`src/hdl/serial_packet_deframer_assert.svh`:
```
// ----------------------------------------------------------------------------
// Assertion macros for the serial packet deframer
// Shorthand for clocked checks that are disabled while rst is high.
// ----------------------------------------------------------------------------
`ifndef SERIAL_PACKET_DEFRAMER_ASSERT_SVH
`define SERIAL_PACKET_DEFRAMER_ASSERT_SVH

// condition holds at every edge outside reset
`define SPD_ASSERT_ALWAYS(label, cond) \
  label: assert property (@(posedge clk) disable iff (rst) (cond)) \
    else $error("spd check failed");

// antecedent implies consequent in the same cycle
`define SPD_ASSERT_IMP(label, ante, cons) \
  label: assert property (@(posedge clk) disable iff (rst) (ante) |-> (cons)) \
    else $error("spd check failed");

`endif

```
`src/hdl/spd_pkg.sv`:
```
// ----------------------------------------------------------------------------
// spd_pkg
// Types and constants shared by the serial packet deframer.
// ----------------------------------------------------------------------------
package spd_pkg;

  localparam int unsigned LEN_W = 11;
  localparam int unsigned CNT_W = 16;
  localparam logic [LEN_W-1:0] MAX_PACKET = 11'd1024;

  localparam logic OP_BYTE  = 1'b0;
  localparam logic OP_CLEAR = 1'b1;

  localparam logic [7:0] REQUEST_RESET = 8'd1;
  localparam logic [7:0] ACK_RESET     = 8'd2;
  localparam logic [7:0] END_RESET     = 8'd3;
  localparam logic [7:0] ESCAPE_RESET  = 8'd4;

  typedef enum logic [1:0] {
    REG_REQUEST = 2'd0,
    REG_ACK     = 2'd1,
    REG_END     = 2'd2,
    REG_ESCAPE  = 2'd3
  } spd_reg_t;

  typedef struct packed {
    logic [7:0] request_code;
    logic [7:0] ack_code;
    logic [7:0] end_code;
    logic [7:0] escape_code;
  } spd_codes_t;

  typedef struct packed {
    logic        operation;
    logic [7:0]  rx_byte;
    logic        buffer_free;
    logic [31:0] tick_now;
  } spd_item_t;

  typedef struct packed {
    logic             write_valid;
    logic [7:0]       data_byte;
    logic             packet_done;
    logic [LEN_W-1:0] length;
    logic [31:0]      stamp;
    logic             send_ack;
    logic             ack_flag;
    logic [CNT_W-1:0] count_received;
    logic [CNT_W-1:0] count_dropped;
    logic [CNT_W-1:0] count_escapes;
    logic [CNT_W-1:0] count_req_inside;
    logic [CNT_W-1:0] count_refused;
  } spd_result_t;

endpackage

```
`src/hdl/spd_cfg.sv`:
```
// ----------------------------------------------------------------------------
// spd_cfg
// Code byte registers behind the APB-style configuration port.
// ----------------------------------------------------------------------------
module spd_cfg
  import spd_pkg::*;
(
  input  logic        clk,
  input  logic        rst,
  input  logic        psel,
  input  logic        penable,
  input  logic        pwrite,
  input  logic [3:0]  paddr,
  input  logic [31:0] pwdata,
  output logic [31:0] prdata,
  output logic        pready,
  output spd_codes_t  codes
);

  spd_reg_t sel;
  logic     wr;

  assign sel    = spd_reg_t'(paddr[3:2]);
  assign pready = 1'b1;
  assign wr     = psel && penable && pwrite && pready;

  always_ff @(posedge clk) begin
    if (rst) begin
      codes.request_code <= REQUEST_RESET;
      codes.ack_code     <= ACK_RESET;
      codes.end_code     <= END_RESET;
      codes.escape_code  <= ESCAPE_RESET;
    end else if (wr) begin
      case (sel)
        REG_REQUEST: codes.request_code <= pwdata[7:0];
        REG_ACK:     codes.ack_code     <= pwdata[7:0];
        REG_END:     codes.end_code     <= pwdata[7:0];
        REG_ESCAPE:  codes.escape_code  <= pwdata[7:0];
        default: ;
      endcase
    end
  end

  always_comb begin
    case (sel)
      REG_REQUEST: prdata = {24'd0, codes.request_code};
      REG_ACK:     prdata = {24'd0, codes.ack_code};
      REG_END:     prdata = {24'd0, codes.end_code};
      REG_ESCAPE:  prdata = {24'd0, codes.escape_code};
      default:     prdata = 32'd0;
    endcase
  end

endmodule

```
`src/hdl/spd_core.sv`:
```
// ----------------------------------------------------------------------------
// spd_core
// Framing state and counters; decodes one request per fire.
// ----------------------------------------------------------------------------
module spd_core
  import spd_pkg::*;
(
  input  logic        clk,
  input  logic        rst,
  input  logic        fire,
  input  spd_codes_t  codes,
  input  spd_item_t   item,
  output spd_result_t res
);

  logic             busy, busy_next;
  logic             escape_pending, escape_pending_next;
  logic             ack_seen, ack_seen_next;
  logic [LEN_W-1:0] byte_count, byte_count_next;
  logic [CNT_W-1:0] received_total, received_total_next;
  logic [CNT_W-1:0] dropped_total, dropped_total_next;
  logic [CNT_W-1:0] escape_total, escape_total_next;
  logic [CNT_W-1:0] req_inside_total, req_inside_total_next;
  logic [CNT_W-1:0] refused_total, refused_total_next;
  logic [7:0]       decoded;
  logic             wr, done, ack_out;

  always_comb begin
    busy_next             = busy;
    escape_pending_next   = escape_pending;
    ack_seen_next         = ack_seen;
    byte_count_next       = byte_count;
    received_total_next   = received_total;
    dropped_total_next    = dropped_total;
    escape_total_next     = escape_total;
    req_inside_total_next = req_inside_total;
    refused_total_next    = refused_total;
    wr      = 1'b0;
    done    = 1'b0;
    ack_out = 1'b0;
    decoded = escape_pending ? 8'(codes.escape_code + item.rx_byte) : item.rx_byte;

    if (item.operation == OP_CLEAR) begin
      ack_seen_next = 1'b0;
    end else if (item.rx_byte == codes.request_code) begin
      if (busy) begin
        req_inside_total_next = req_inside_total + 16'd1;
        dropped_total_next    = dropped_total + 16'd1;
        byte_count_next       = '0;
        ack_out               = 1'b1;
      end else if (item.buffer_free) begin
        busy_next       = 1'b1;
        byte_count_next = '0;
        ack_out         = 1'b1;
      end else begin
        refused_total_next = refused_total + 16'd1;
      end
    end else if (item.rx_byte == codes.ack_code) begin
      ack_seen_next = 1'b1;
    end else if (!busy) begin
      // drop bytes outside a packet
    end else if (item.rx_byte == codes.end_code) begin
      done                = 1'b1;
      busy_next           = 1'b0;
      received_total_next = received_total + 16'd1;
    end else if (item.rx_byte == codes.escape_code) begin
      escape_pending_next = 1'b1;
      escape_total_next   = escape_total + 16'd1;
    end else begin
      escape_pending_next = 1'b0;
      if (byte_count < MAX_PACKET) begin
        byte_count_next = byte_count + 11'd1;
        wr              = 1'b1;
      end
    end

    res.write_valid      = wr;
    res.data_byte        = wr ? decoded : 8'd0;
    res.packet_done      = done;
    res.length           = byte_count_next;
    res.stamp            = done ? item.tick_now : 32'd0;
    res.send_ack         = ack_out;
    res.ack_flag         = ack_seen_next;
    res.count_received   = received_total_next;
    res.count_dropped    = dropped_total_next;
    res.count_escapes    = escape_total_next;
    res.count_req_inside = req_inside_total_next;
    res.count_refused    = refused_total_next;
  end

  always_ff @(posedge clk) begin
    if (rst) begin
      busy             <= 1'b0;
      escape_pending   <= 1'b0;
      ack_seen         <= 1'b0;
      byte_count       <= '0;
      received_total   <= '0;
      dropped_total    <= '0;
      escape_total     <= '0;
      req_inside_total <= '0;
      refused_total    <= '0;
    end else if (fire) begin
      busy             <= busy_next;
      escape_pending   <= escape_pending_next;
      ack_seen         <= ack_seen_next;
      byte_count       <= byte_count_next;
      received_total   <= received_total_next;
      dropped_total    <= dropped_total_next;
      escape_total     <= escape_total_next;
      req_inside_total <= req_inside_total_next;
      refused_total    <= refused_total_next;
    end
  end

endmodule

```
`src/hdl/serial_packet_deframer.sv`:
```
// ----------------------------------------------------------------------------
// serial_packet_deframer
// Escape-coded serial byte deframer with request/ack handshaking codes.
//
//   channel  | signals                           | direction
//   item     | item_valid, item_stall, item      | in
//   result   | result_valid, result_stall, result| out
//   config   | psel penable pwrite paddr pwdata  | in, prdata pready out
//
// One request per cycle sustained while result_stall is low; a request goes
// from the input register through the decode logic, which updates state and
// loads the result register in the same cycle. Reset clears state and loads
// the default codes. A stalled result holds both registers; item_stall rises
// only while the input register is full and cannot advance.
// ----------------------------------------------------------------------------
`include "serial_packet_deframer_assert.svh"

module serial_packet_deframer
  import spd_pkg::*;
(
  input  logic        clk,
  input  logic        rst,
  input  logic        item_valid,
  output logic        item_stall,
  input  spd_item_t   item,
  output logic        result_valid,
  input  logic        result_stall,
  output spd_result_t result,
  input  logic        psel,
  input  logic        penable,
  input  logic        pwrite,
  input  logic [3:0]  paddr,
  input  logic [31:0] pwdata,
  output logic [31:0] prdata,
  output logic        pready
);

  spd_codes_t  codes;
  spd_item_t   stage;
  logic        stage_valid;
  logic        load_ok;
  logic        fire;
  spd_result_t res;

  spd_cfg u_cfg (
    .clk     (clk),
    .rst     (rst),
    .psel    (psel),
    .penable (penable),
    .pwrite  (pwrite),
    .paddr   (paddr),
    .pwdata  (pwdata),
    .prdata  (prdata),
    .pready  (pready),
    .codes   (codes)
  );

  spd_core u_core (
    .clk   (clk),
    .rst   (rst),
    .fire  (fire),
    .codes (codes),
    .item  (stage),
    .res   (res)
  );

  assign load_ok    = !result_valid || !result_stall;
  assign fire       = stage_valid && load_ok;
  assign item_stall = stage_valid && !load_ok;

  always_ff @(posedge clk) begin
    if (rst) begin
      stage_valid <= 1'b0;
    end else if (!item_stall) begin
      stage_valid <= item_valid;
    end
  end

  always_ff @(posedge clk) begin
    if (!item_stall && item_valid) begin
      stage <= item;
    end
  end

  always_ff @(posedge clk) begin
    if (rst) begin
      result_valid <= 1'b0;
    end else if (load_ok) begin
      result_valid <= fire;
    end
  end

  always_ff @(posedge clk) begin
    if (fire) begin
      result <= res;
    end
  end

  `SPD_ASSERT_IMP(a_stall_needs_stage, item_stall, stage_valid)
  `SPD_ASSERT_IMP(a_write_or_done, result_valid,
                  !(result.write_valid && result.packet_done))
  `SPD_ASSERT_IMP(a_ack_restarts, result_valid && result.send_ack, result.length == '0)
  `SPD_ASSERT_IMP(a_length_cap, result_valid, result.length <= MAX_PACKET)
  `SPD_ASSERT_IMP(a_idle_data_zero, result_valid && !result.write_valid,
                  result.data_byte == 8'd0)

endmodule
```
`config.mk`:
```
export PLATFORM = sky130hd
export DESIGN_NAME = serial_packet_deframer
export DESIGN_NICKNAME = d
export VERILOG_FILES = /design/src/hdl/spd_pkg.sv /design/src/hdl/spd_cfg.sv /design/src/hdl/spd_core.sv /design/src/hdl/serial_packet_deframer.sv
export VERILOG_INCLUDE_DIRS = /design/src /design/src/hdl
export SDC_FILE = /design/constraint.sdc
export NUM_CORES = 1
export LEC_CHECK = 0
export BUFFER_PORTS_ARGS = -buffer_cell sky130_fd_sc_hd__buf_2
export CAP_MARGIN = 20
export CORE_MARGIN = 10
export CORE_UTILIZATION = 55
export CTS_CLUSTER_SIZE = 28
export DETAILED_ROUTE_END_ITERATION = 8
export GPL_TIMING_DRIVEN = 0
export PLACE_DENSITY = 0.79
export SETUP_SLACK_MARGIN = 0.2
export SLEW_MARGIN = 20
export SYNTH_ARGS = -nofsm -noshare
export SYNTH_HDL_FRONTEND = slang
export SYNTH_SLANG_ARGS = --single-unit
```
`constraint.sdc`:
```
create_clock -name clk -period 10.8 [get_ports clk]
set_input_delay 0 -clock clk [delete_from_list [all_inputs] [get_ports clk]]
set_output_delay 0 -clock clk [all_outputs]
set_load 0.02 [all_outputs]
```
==> results of run 1 <==
tightest hold or removal path: cells and delay by family:
| family | cells | cell delay (ns) |
|---|---|---|
| buffers and inverters | 1 | 0.34 |
| AND/OR/NAND/NOR | 2 | 0.23 |
registers in the layout, indices dropped and copies added (netlist names), 16 cells and up:
name                     count
u_core.received_total       16
result                     135
u_core.dropped_total        16
stage                       42
u_core.req_inside_total     16
u_core.escape_total         16
u_core.refused_total        16
u_cfg.codes                 32
metrics by stage:
stage	utilization	power (µW)
2_1_floorplan	-	1394
3_5_place_dp	0.6199	1456
3_3_place_gp	0.6152	1454
4_1_cts	0.6831	2519
6_report	0.6832	2509
5_1_grt	0.6831	2589
timing repair:
item,4_1_cts,5_1_grt
endpoints found under the setup margin,0,0
endpoints found under the hold margin,76,0
hold buffers,56,0
cells in the final DEF, fill, tap and decap left out, types with 5 or more instances in the layout:
cell and count:
buf_2 212, edfxtp_1 177, nor2_1 133, dfxtp_1 128, xnor2_1 83, nand2_1 78, xor2_1 64, nand3_1 62
dlygate4sd3_1 56, nor3_1 46, a21oi_1 43, clkbuf_1 39, and2_1 36, mux2i_1 32, clkbuf_16 30, buf_4 28
nand4_1 26, inv_1 26, conb_1 25, or4_1 23, nor4_1 22, o21ai_0 22, o31ai_1 18, and3_1 14
or3_1 14, ha_1 13, o211ai_1 11, buf_1 9, clkinv_2 9, mux4_2 8, and4_1 7, mux2_2 7
nor2b_1 6, clkbuf_8 5
area by class of cell:
cell class	count	area, µm²
Clock inverter	18	185.2
Antenna cell	1	2.502
Buffer	87	470.5
Fill cell	1861	7909
Timing Repair Buffer	263	1679
Sequential cell	305	7878
Tap cell	330	412.9
Multi-Input combinational cell	848	5492
Clock buffer	38	830.8
Inverter	28	105.1
cells in the mapped netlist (28+ instances only):
| cell type | number |
|---|---|
| nor2_1 | 133 |
| edfxtp_1 | 177 |
| clkbuf_1 | 37 |
| buf_4 | 28 |
| nand3_1 | 62 |
| a21oi_1 | 43 |
| dfxtp_1 | 128 |
| and2_1 | 36 |
| nor3_1 | 46 |
| nand2_1 | 78 |
| xor2_1 | 64 |
| xnor2_1 | 83 |
| mux2i_1 | 32 |
logic make-up after synthesis:
logic type | count (synthesis)
DFF | 305
other | 2
adders and majority gates | 14
AOI/OAI and AO/OA | 126
and+or+nand+nor | 489
xor gates and xnor gates | 147
buffers and inverters | 115
muxes | 47
layer usage:
metal | routed length (µm) | vias to the layer above
met5 | 0 | -
met1 | 14260 | 5042
met2 | 17340 | 418
li1 | - | 5059
met4 | 1038 | 0
met3 | 2851 | 70
report_power, final:
group | total, µW | internal, µW | switching (µW)
sequential | 1270 | 1260 | 12.3
combinational | 177 | 63.4 | 113
clock | 1060 | 616 | 445
total | 2510 | 1940 | 570
worst max path at each step:
stage          slack [ns]                 startpoint                            endpoint  cells after the start
3_3_place_gp         3.27   stage_valid$_SDFFE_PP0N_  u_core.byte_count[10]$_SDFFE_PP0P_                      6
2_1_floorplan        5.27  result_valid$_SDFFE_PP0N_  u_core.byte_count[10]$_SDFFE_PP0P_                      6
6_report             7.79        stage[35]$_DFFE_PP_                result[34]$_DFFE_PP_                      9
3_5_place_dp         7.87        stage[35]$_DFFE_PP_                result[34]$_DFFE_PP_                      9
5_1_grt              7.53        stage[35]$_DFFE_PP_                result[34]$_DFFE_PP_                      9
4_1_cts              7.81        stage[35]$_DFFE_PP_                result[34]$_DFFE_PP_                      9
==> metrics.csv, run 1 <==
metric,value,unit
# port buffers,202,
num rows,58,
fin crit share,0.2789,
met1 usage,0.2757,
"Seq/Total Area, Yosys",0.5689,
Die Y,178.7,µm
CTS Sinks,305,
Synth Area in Compound Gates,0.05918,
Avg WL per Cell,18.50,µm
layout cells sized above 1,0.2111,
first-pass GRT wire length,55390,µm
"non-filler cells, final",1918,
Worst-Skew Late Latency,0.57,ns
drt first pass iters,6,
final instance area,0.01706,mm²
H-tree Lvls,1,
Root Buffer,clkbuf_16,
Cell Pwr Density,147.1,mW/mm²
DRT iter0 DRCs,1014,
number of synthesized flops with an enable pin,177,
Static Leak,0.006569,µW
status,"finished, final reports clean",
multiplexer share of the synthesized area,0.04184,
synth top area cells,"edfxtp_1 38%, dfxtp_1 19%, xnor2_1 5.2%, xor2_1 4.0%, nor2_1 3.6%",
top cell family by delay on the critical path,simple AND/OR/NAND/NOR gates,
"worst slack, placed",7.868,ns
Post-Place Cells,1805,
vias per inst,5.521,
Avg Inst Size Synth,11.12,µm²
r2r setup slk,7.79,ns
hold path startpoint,rst,
initial antenna violation count,0,
Slew headroom,0.4696,
Initial Util,0.5547,
setup TNS,0,ns
TritonCTS clock tree,built,
pin count of the biggest net entering global routing,42,
Core Area,0.02496,mm²
area share of fa/ha/maj cells after synthesis,0.01319,
r2r endpoint,result[34]$_DFFE_PP_,
Synth Instances,1245,
"Max FO, Critical Path",10,
Yosys cell types,65,
reg2reg path depth,9,
"Setup violations, final",0,
Final #Nets,1662,
Total GRT Usage,0.2162,
post-cts resize count,0,
#FFs+latches synth,305,
Max IR drop VDD,145.3,µV
final worst slack,7.788,ns
Area Overhead vs Synth,23.17,%
WHS Endpoint,u_core.escape_total[7]$_SDFFE_PP0P_,
largest family of logic cells by synthesized area,simple AND/OR/NAND/NOR gates,
placed cell areas,0.01548,mm²
Post-CTS Setup Bufs,0,
clk_skew,0.02069,ns
number of buffers and inverters on the critical path,3,
XOR/XNOR share of the synthesized area,0.09298,
Die Footprint,0.03192,mm²
I/O pin count,255,
Num CTS Buffers,30,
Synth Area in Simple Gates,0.1821,
CTS Buffer Depth,3,
vias post-DR,10589,
Crit-path slowest cell,edfxtp_1,
critical path class,flip-flop to flip-flop,
"FFs w/ async S/R, synth",0,
Final min period,3.012,ns
r2r startpoint,stage[35]$_DFFE_PP_,
worst path cell trace,"ha_1, nor4_2, nand4_1, inv_1, nand4_2, buf_6, buf_2, nor2_1, xor2_1",
yosys warns,0,
Max Cap Viol,0,
vias in the first global route,10256,
top-area cell type share of the netlist area,0.3838,
Pins Over Slew Limit,0,
width of the die,178.7,µm
Synth Cell Area,0.01385,mm²
Min Hold Slack,0.05959,ns
Worst-path clk slew,0.06,ns
GR peak layer,met2,
DR DRC count,0,
Max Clk Rate,332.0,MHz
endpoints failing hold,0,
hpwl dp,25030,µm
Worst Hold Class,input port to flip-flop,
CP arrival,3.41,ns
Synth Flop Type,edfxtp_1,
M3 GR Usage,0.04528,
hold depth,3,
cell taking the most area after synthesis,edfxtp_1,
WP data required,11.20,ns
Startpoint Class,flip-flop,
Worst-Margin Slew,0.7956,ns
met2 global-route usage,0.3630,
RSZ-0062 raised after global routing,false,
Total Wirelength,35490,µm
Antenna Violating Nets Remaining,0,
GPL Wtd Cong,0.9214,
max incr delay on CP,0.52,ns
Crit. End Element,flip-flop,
total gr overflow,0,
(Power assumes the default switching activity.)
==> run 2, diff against run 1 <==
==> constraint.sdc (replaced) <==
create_clock -name clk -period 3 [get_ports clk]
set_input_delay 0 -clock clk [delete_from_list [all_inputs] [get_ports clk]]
set_output_delay 0 -clock clk [all_outputs]
set_load 0.02 [all_outputs]
==> run 2 against run 1 <==
Compared with the run above:
- sequential power increased to 3.6 times the previous value
- sequential share of layout area decreased by 0.13 points
- die area unchanged
- maximum frequency increased by 9.8%
- first-iteration DRC count decreased by 5.9%
- via count increased by 1.5%
- cell count increased by 0.47%
- worst setup slack got worse by 7.5 ns
- final area increased by 0.29%
- register-to-register slack got worse by 7.5 ns
- combinational power increased to 3.7 times the previous value
- highest routed layer unchanged
==> metrics.csv, run 2 (synthesized netlist as in run 1, its figures left out) <==
metric,value,unit,change
status,"finished, final reports clean",,
met1 usage,0.2814,,+0.005719
Top Registers,"result: 135 flops, stage: 42 flops, u_cfg.codes: 32 flops",,
Static Leak,0.006596,µW,+0.41%
Antenna Violating Nets Remaining,0,,unchanged
Area Overhead vs Synth,23.52,%,
vias in the first global route,10495,,+2.3%
hpwl dp,25020,µm,about the same
DR DRC count,0,,unchanged
Final min period,2.744,ns,-0.2679 ns
# port buffers,202,,unchanged
Biggest register,result,,
total gr overflow,0,,unchanged
hold path startpoint,penable,,
vias post-DR,10752,,+1.5%
num rows,58,,unchanged
Worst-path clk slew,0.07,ns,about the same
"Max FO, Critical Path",10,,unchanged
Initial Util,0.5547,,unchanged
layout cells sized above 1,0.2173,,+0.006192
M3 GR Usage,0.04444,,-0.0008425
CP arrival,3.14,ns,-0.27 ns
Crit. End Element,flip-flop,,
RSZ-0062 raised after global routing,true,,
I/O pin count,255,,unchanged
Die Footprint,0.03192,mm²,unchanged
endpoints failing hold,0,,unchanged
crit path from,stage[37]$_DFFE_PP_,,
setup TNS,0,ns,unchanged
multi-input logic area,0.005547,mm²,+1.0%
GPL Wtd Cong,0.9120,,-1.0%
GR peak layer,met2,,
WP data required,3.40,ns,-7.80 ns
TritonCTS clock tree,built,,
Worst-Skew Late Latency,0.57,ns,about the same
Total Wirelength,36430,µm,+2.6%
Max Cap Viol,0,,unchanged
Cell Pwr Density,522.9,mW/mm²,+260%
Pins Over Slew Limit,0,,unchanged
H-tree Lvls,1,,unchanged
vias per inst,5.580,,+1.1%
DRT iter0 DRCs,954,,-5.9%
Final #Nets,1671,,+0.54%
max reg flops,135,,unchanged
Worst-Margin Slew,0.7829,ns,-0.01261 ns
first-pass GRT wire length,56240,µm,+1.5%
flip-flop and latch area,0.007878,mm²,unchanged
Min Hold Slack,0.05928,ns,-0.0003098 ns
clk_skew,0.02364,ns,+0.002943 ns
"most common cell after layout, fill and taps aside",buf_2,,
CTS Buffer Depth,3,,unchanged
"Setup violations, final",0,,unchanged
Num CTS Buffers,31,,+3.3%
Max Clk Rate,364.4,MHz,+9.8%
met2 global-route usage,0.3692,,+0.006245
fin crit share,0.9148,,+0.6359
critical path class,flip-flop to flip-flop,,
r2r startpoint,stage[37]$_DFFE_PP_,,
Die Y,178.7,µm,unchanged
Worst Hold Class,input port to flip-flop,,
# fillers,1834,,-1.5%
pin count of the biggest net entering global routing,81,,+93%
Slew headroom,0.4780,,+0.008408
"commonest cells after routing, fill and taps aside","212 x buf_2, 177 x edfxtp_1, 133 x nor2_1",,
width of the die,178.7,µm,unchanged
CTS Sinks,305,,unchanged
Avg WL per Cell,18.90,µm,+2.2%
Startpoint Class,flip-flop,,
Max IR drop VDD,432.2,µV,+200%
Diodes inserted,0,,-1
drt first pass iters,5,,-1
Root Buffer,clkbuf_16,,
initial antenna violation count,0,,unchanged
Core Area,0.02496,mm²,unchanged
Total GRT Usage,0.2196,,+0.003319
## run 2: changes by cell type in the layout (fill, tap and decap cells not counted), moves of 3 or more
cell	before	now
buf_4	28	39
clkinv_1	2	6
clkinv_2	9	5
buf_12	4	1
ha_1	13	10
ha_2	0	3
nor3_1	46	43
## run 2: layout make-up
cell class,count,share of cell area
repair buffers,271,0.09949
inverters,28,0.006145
flip-flops and latches,305,0.4606
multi-input cells,848,0.3243
clock inverters,15,0.006218
plain buffers,87,0.02824
clock buffers,43,0.05091
well taps,330,0.02414
## run 2: worst paths after layout
check	endpoint	slack [ns]	cells after the start
max	result[62]$_DFFE_PP_	0.26	7
min	u_cfg.codes[12]$_SDFFE_PP0P_	0.06	5
max reg2reg	result[62]$_DFFE_PP_	0.26	7
min reg2reg	u_cfg.codes[10]$_SDFFE_PP0P_	0.49	2
## run 2: routing by layer
metal	up-vias	wire, µm
met1	5107	14550
li1	5085	-
met3	82	3141
met5	-	0
met2	478	17810
met4	0	928
## run 2: where the power goes
part           leakage [µW]  switching, µW  internal (µW)
sequential          0.00272           38.7           4530
combinational       0.00340            419            230
clock              0.000477           1610           2110
total               0.00660           2070           6870
## run 2: what timing repair did
| item | CTS | global route |
|---|---|---|
| setup buffers | 2 | 9 |
| pin swaps | 1 | 5 |
| gates resized for setup | 7 | 10 |
| endpoints found under the hold margin | 93 | 0 |
| setup endpoints to repair | 45 | 55 |
| hold buffers | 56 | 0 |
## run 2: critical path, cell delays in order, from the launching register on
cell and delay [ns]:
edfxtp_1 0.48, xnor2_1 0.32, nand4_1 0.41, nor3_2 0.43, buf_2 0.31, nand3_1 0.22
nor2_1 0.19, xor2_1 0.21
## run 2: metrics by stage
stage	cell area, µm²	total power (µW)	setup slack (ns)	util	std cells
final	17100	8944	0.2557	0.6851	1927
after detailed placement	15420	5230	-0.09391	0.6178	1802
after floorplan	13940	5006	0.4954	-	1268
after CTS	17000	8968	0.1983	0.6811	1918
after global routing	17100	9212	0.1340	0.6851	1927
after global placement	15360	5215	-0.2402	0.6154	1800
==> run 3, diff against run 2 <==
==> constraint.sdc (replaced) <==
create_clock -name clk -period 3.6 [get_ports clk]
set_input_delay 0 -clock clk [delete_from_list [all_inputs] [get_ports clk]]
set_output_delay 0 -clock clk [all_outputs]
set_load 0.02 [all_outputs]
==> run 3 against run 2 <==
Compared with the run above:
- clock skew shrank 0.011 ns
- sequential power down 16%
- sequential share of layout area up 0.42 points
- clock-buffer cell count is 6 lower
- core utilization shrank 0.62 points
- critical path depth up 2
- maximum frequency down 9.6%
- combinational power is 20% lower
- critical path type unchanged
- critical endpoint is now result[34]$_DFFE_PP_
- largest power group unchanged
==> metrics.csv, run 3 (synthesized netlist as in run 1, its figures left out) <==
metric,value,unit,change
hold path startpoint,penable,,
r2r startpoint,stage[35]$_DFFE_PP_,,
Worst-path clk slew,0.06,ns,about the same
vias per inst,5.542,,-0.68%
Diodes inserted,0,,unchanged
Top Registers,"result: 135 flops, stage: 42 flops, u_cfg.codes: 32 flops",,
width of the die,178.7,µm,unchanged
TritonCTS clock tree,built,,
r2r endpoint,result[34]$_DFFE_PP_,,
Final Power,7412,µW,-17%
Crit. End Element,flip-flop,,
first-pass GRT wire length,55810,µm,-0.76%
r2r setup slk,0.56,ns,+0.31 ns
drt first pass iters,5,,unchanged
Area Overhead vs Synth,22.41,%,
initial antenna violation count,0,,unchanged
reg2reg path depth,9,,+2
num rows,58,,unchanged
vias in the first global route,10475,,-0.19%
Clock Power Share,0.415,,about the same
Root Buffer,clkbuf_16,,
Worst-Skew Late Latency,0.56,ns,about the same
Initial Util,0.5547,,unchanged
Worst-Margin Slew,0.8479,ns,+0.06494 ns
CTS Sinks,305,,unchanged
Die Y,178.7,µm,unchanged
pin count of the biggest net entering global routing,93,,+15%
Internal,5704,µW,-17%
Worst Hold Class,input port to flip-flop,,
Max IR drop VDD,419.8,µV,-2.9%
Combinational Power Share,0.070,,-0.003
Max Cap Viol,0,,unchanged
GPL Wtd Cong,0.9317,,+2.2%
Static Leak,0.006518,µW,-1.2%
# port buffers,202,,unchanged
Die Footprint,0.03192,mm²,unchanged
endpoints failing hold,0,,unchanged
status,"finished, final reports clean",,
vias post-DR,10612,,-1.3%
CTS Buffer Depth,3,,unchanged
Avg WL per Cell,18.71,µm,-1.0%
Final #Nets,1660,,-0.66%
Max Clk Rate,329.4,MHz,-9.6%
sequential power share,0.515,,+0.004
"worst slack, placed",0.5941,ns,+0.6880 ns
WP data required,3.98,ns,+0.58 ns
total gr overflow,0,,unchanged
Total Wirelength,35830,µm,-1.6%
fin crit share,0.8433,,-0.07143
"Max FO, Critical Path",10,,unchanged
Biggest register,result,,
Core Area,0.02496,mm²,unchanged
hpwl dp,24830,µm,-0.77%
sw power,1708,µW,-18%
Startpoint Class,flip-flop,,
"Setup violations, final",0,,unchanged
"most common cell after layout, fill and taps aside",buf_2,,
WHS Endpoint,u_cfg.codes[11]$_SDFFE_PP0P_,,
flip-flop and latch area,0.007878,mm²,unchanged
multi-input logic area,0.005492,mm²,-0.99%
Pins Over Slew Limit,0,,unchanged
I/O pin count,255,,unchanged
clk_skew,0.01287,ns,-0.01076 ns
CP arrival,3.41,ns,+0.27 ns
max reg flops,135,,unchanged
DR DRC count,0,,unchanged
final worst slack,0.5640,ns,+0.3083 ns
Antenna Violating Nets Remaining,0,,unchanged
Cell Pwr Density,437.3,mW/mm²,-16%
DRT iter0 DRCs,904,,-5.2%
RSZ-0062 raised after global routing,false,,
layout cells sized above 1,0.2057,,-0.01160
Num CTS Buffers,31,,unchanged
Final min period,3.036,ns,+0.2917 ns
H-tree Lvls,1,,unchanged
critical path class,flip-flop to flip-flop,,
switch share,0.2304,,-0.001151
hold depth,5,,unchanged
"commonest cells after routing, fill and taps aside","212 x buf_2, 177 x edfxtp_1, 133 x nor2_1",,
# fillers,1904,,+3.8%
Slew headroom,0.4304,,-0.04764
Total GRT Usage,0.2182,,-0.001397
[run 3: critical path: stages, from the launching register on]
cell	delay, ns
edfxtp_1	0.52
ha_1	0.41
nor4_2	0.48
nand4_1	0.31
inv_1	0.18
nand4_2	0.21
buf_6	0.21
buf_2	0.19
nor2_1	0.13
xor2_1	0.22
[run 3: worst max path at each step]
stage	slack (ns)	depth (start not counted)	to	from
finish	0.56	9	result[34]$_DFFE_PP_	stage[35]$_DFFE_PP_
global route	0.46	9	result[34]$_DFFE_PP_	stage[35]$_DFFE_PP_
CTS	0.58	9	result[34]$_DFFE_PP_	stage[35]$_DFFE_PP_
detailed placement	0.59	9	result[34]$_DFFE_PP_	stage[35]$_DFFE_PP_
global placement	-0.75	6	u_core.byte_count[10]$_SDFFE_PP0P_	stage_valid$_SDFFE_PP0N_
floorplan	0.28	6	u_core.byte_count[10]$_SDFFE_PP0P_	result_valid$_SDFFE_PP0N_
[run 3: power groups by stage]
stage	Sequential (µW)	Combinational (µW)	Clock (µW)
2_1_floorplan	3970	204	0
3_3_place_gp	3900	456	0
3_5_place_dp	3890	469	0
4_1_cts	3820	516	3120
5_1_grt	3820	557	3270
6_report	3820	521	3070
[run 3: metal layers]
layer | GRT usage | up-vias | part of all wire
li1 | - | 5067 | -
met1 | 0.2719 | 5022 | 0.39
met2 | 0.3680 | 441 | 0.49
met3 | 0.04591 | 82 | 0.083
met4 | 0.07854 | 0 | 0.035
met5 | 0 | - | 0
[run 3: area by class of cell]
cell class                      instances  area share
Tap cell                              330     0.02436
Inverter                               28    0.006201
Sequential cell                       305      0.4648
Clock inverter                         20    0.009375
Clock buffer                           37     0.04769
Timing Repair Buffer                  260     0.09552
Buffer                                 87     0.02812
Multi-Input combinational cell        848      0.3240
[run 3: per-stage QoR]
step	hold WS, ns	cells	instance area, µm²	utilization	TNS (ns)
finish	0.05154	1915	16950	0.6790	0
global placement	0.1766	1800	15360	0.6152	-80.89
global route	0.09827	1915	16950	0.6790	0
detailed placement	0.1781	1802	15420	0.6178	0
CTS	0.02230	1915	16950	0.6790	0
floorplan	0.09887	1268	13930	-	0
[run 3: repair_timing]
action	in CTS	in global routing
hold buffers	56	0
endpoints found under the hold margin	90	0
buffers inserted	0	0
resized for setup	0	0
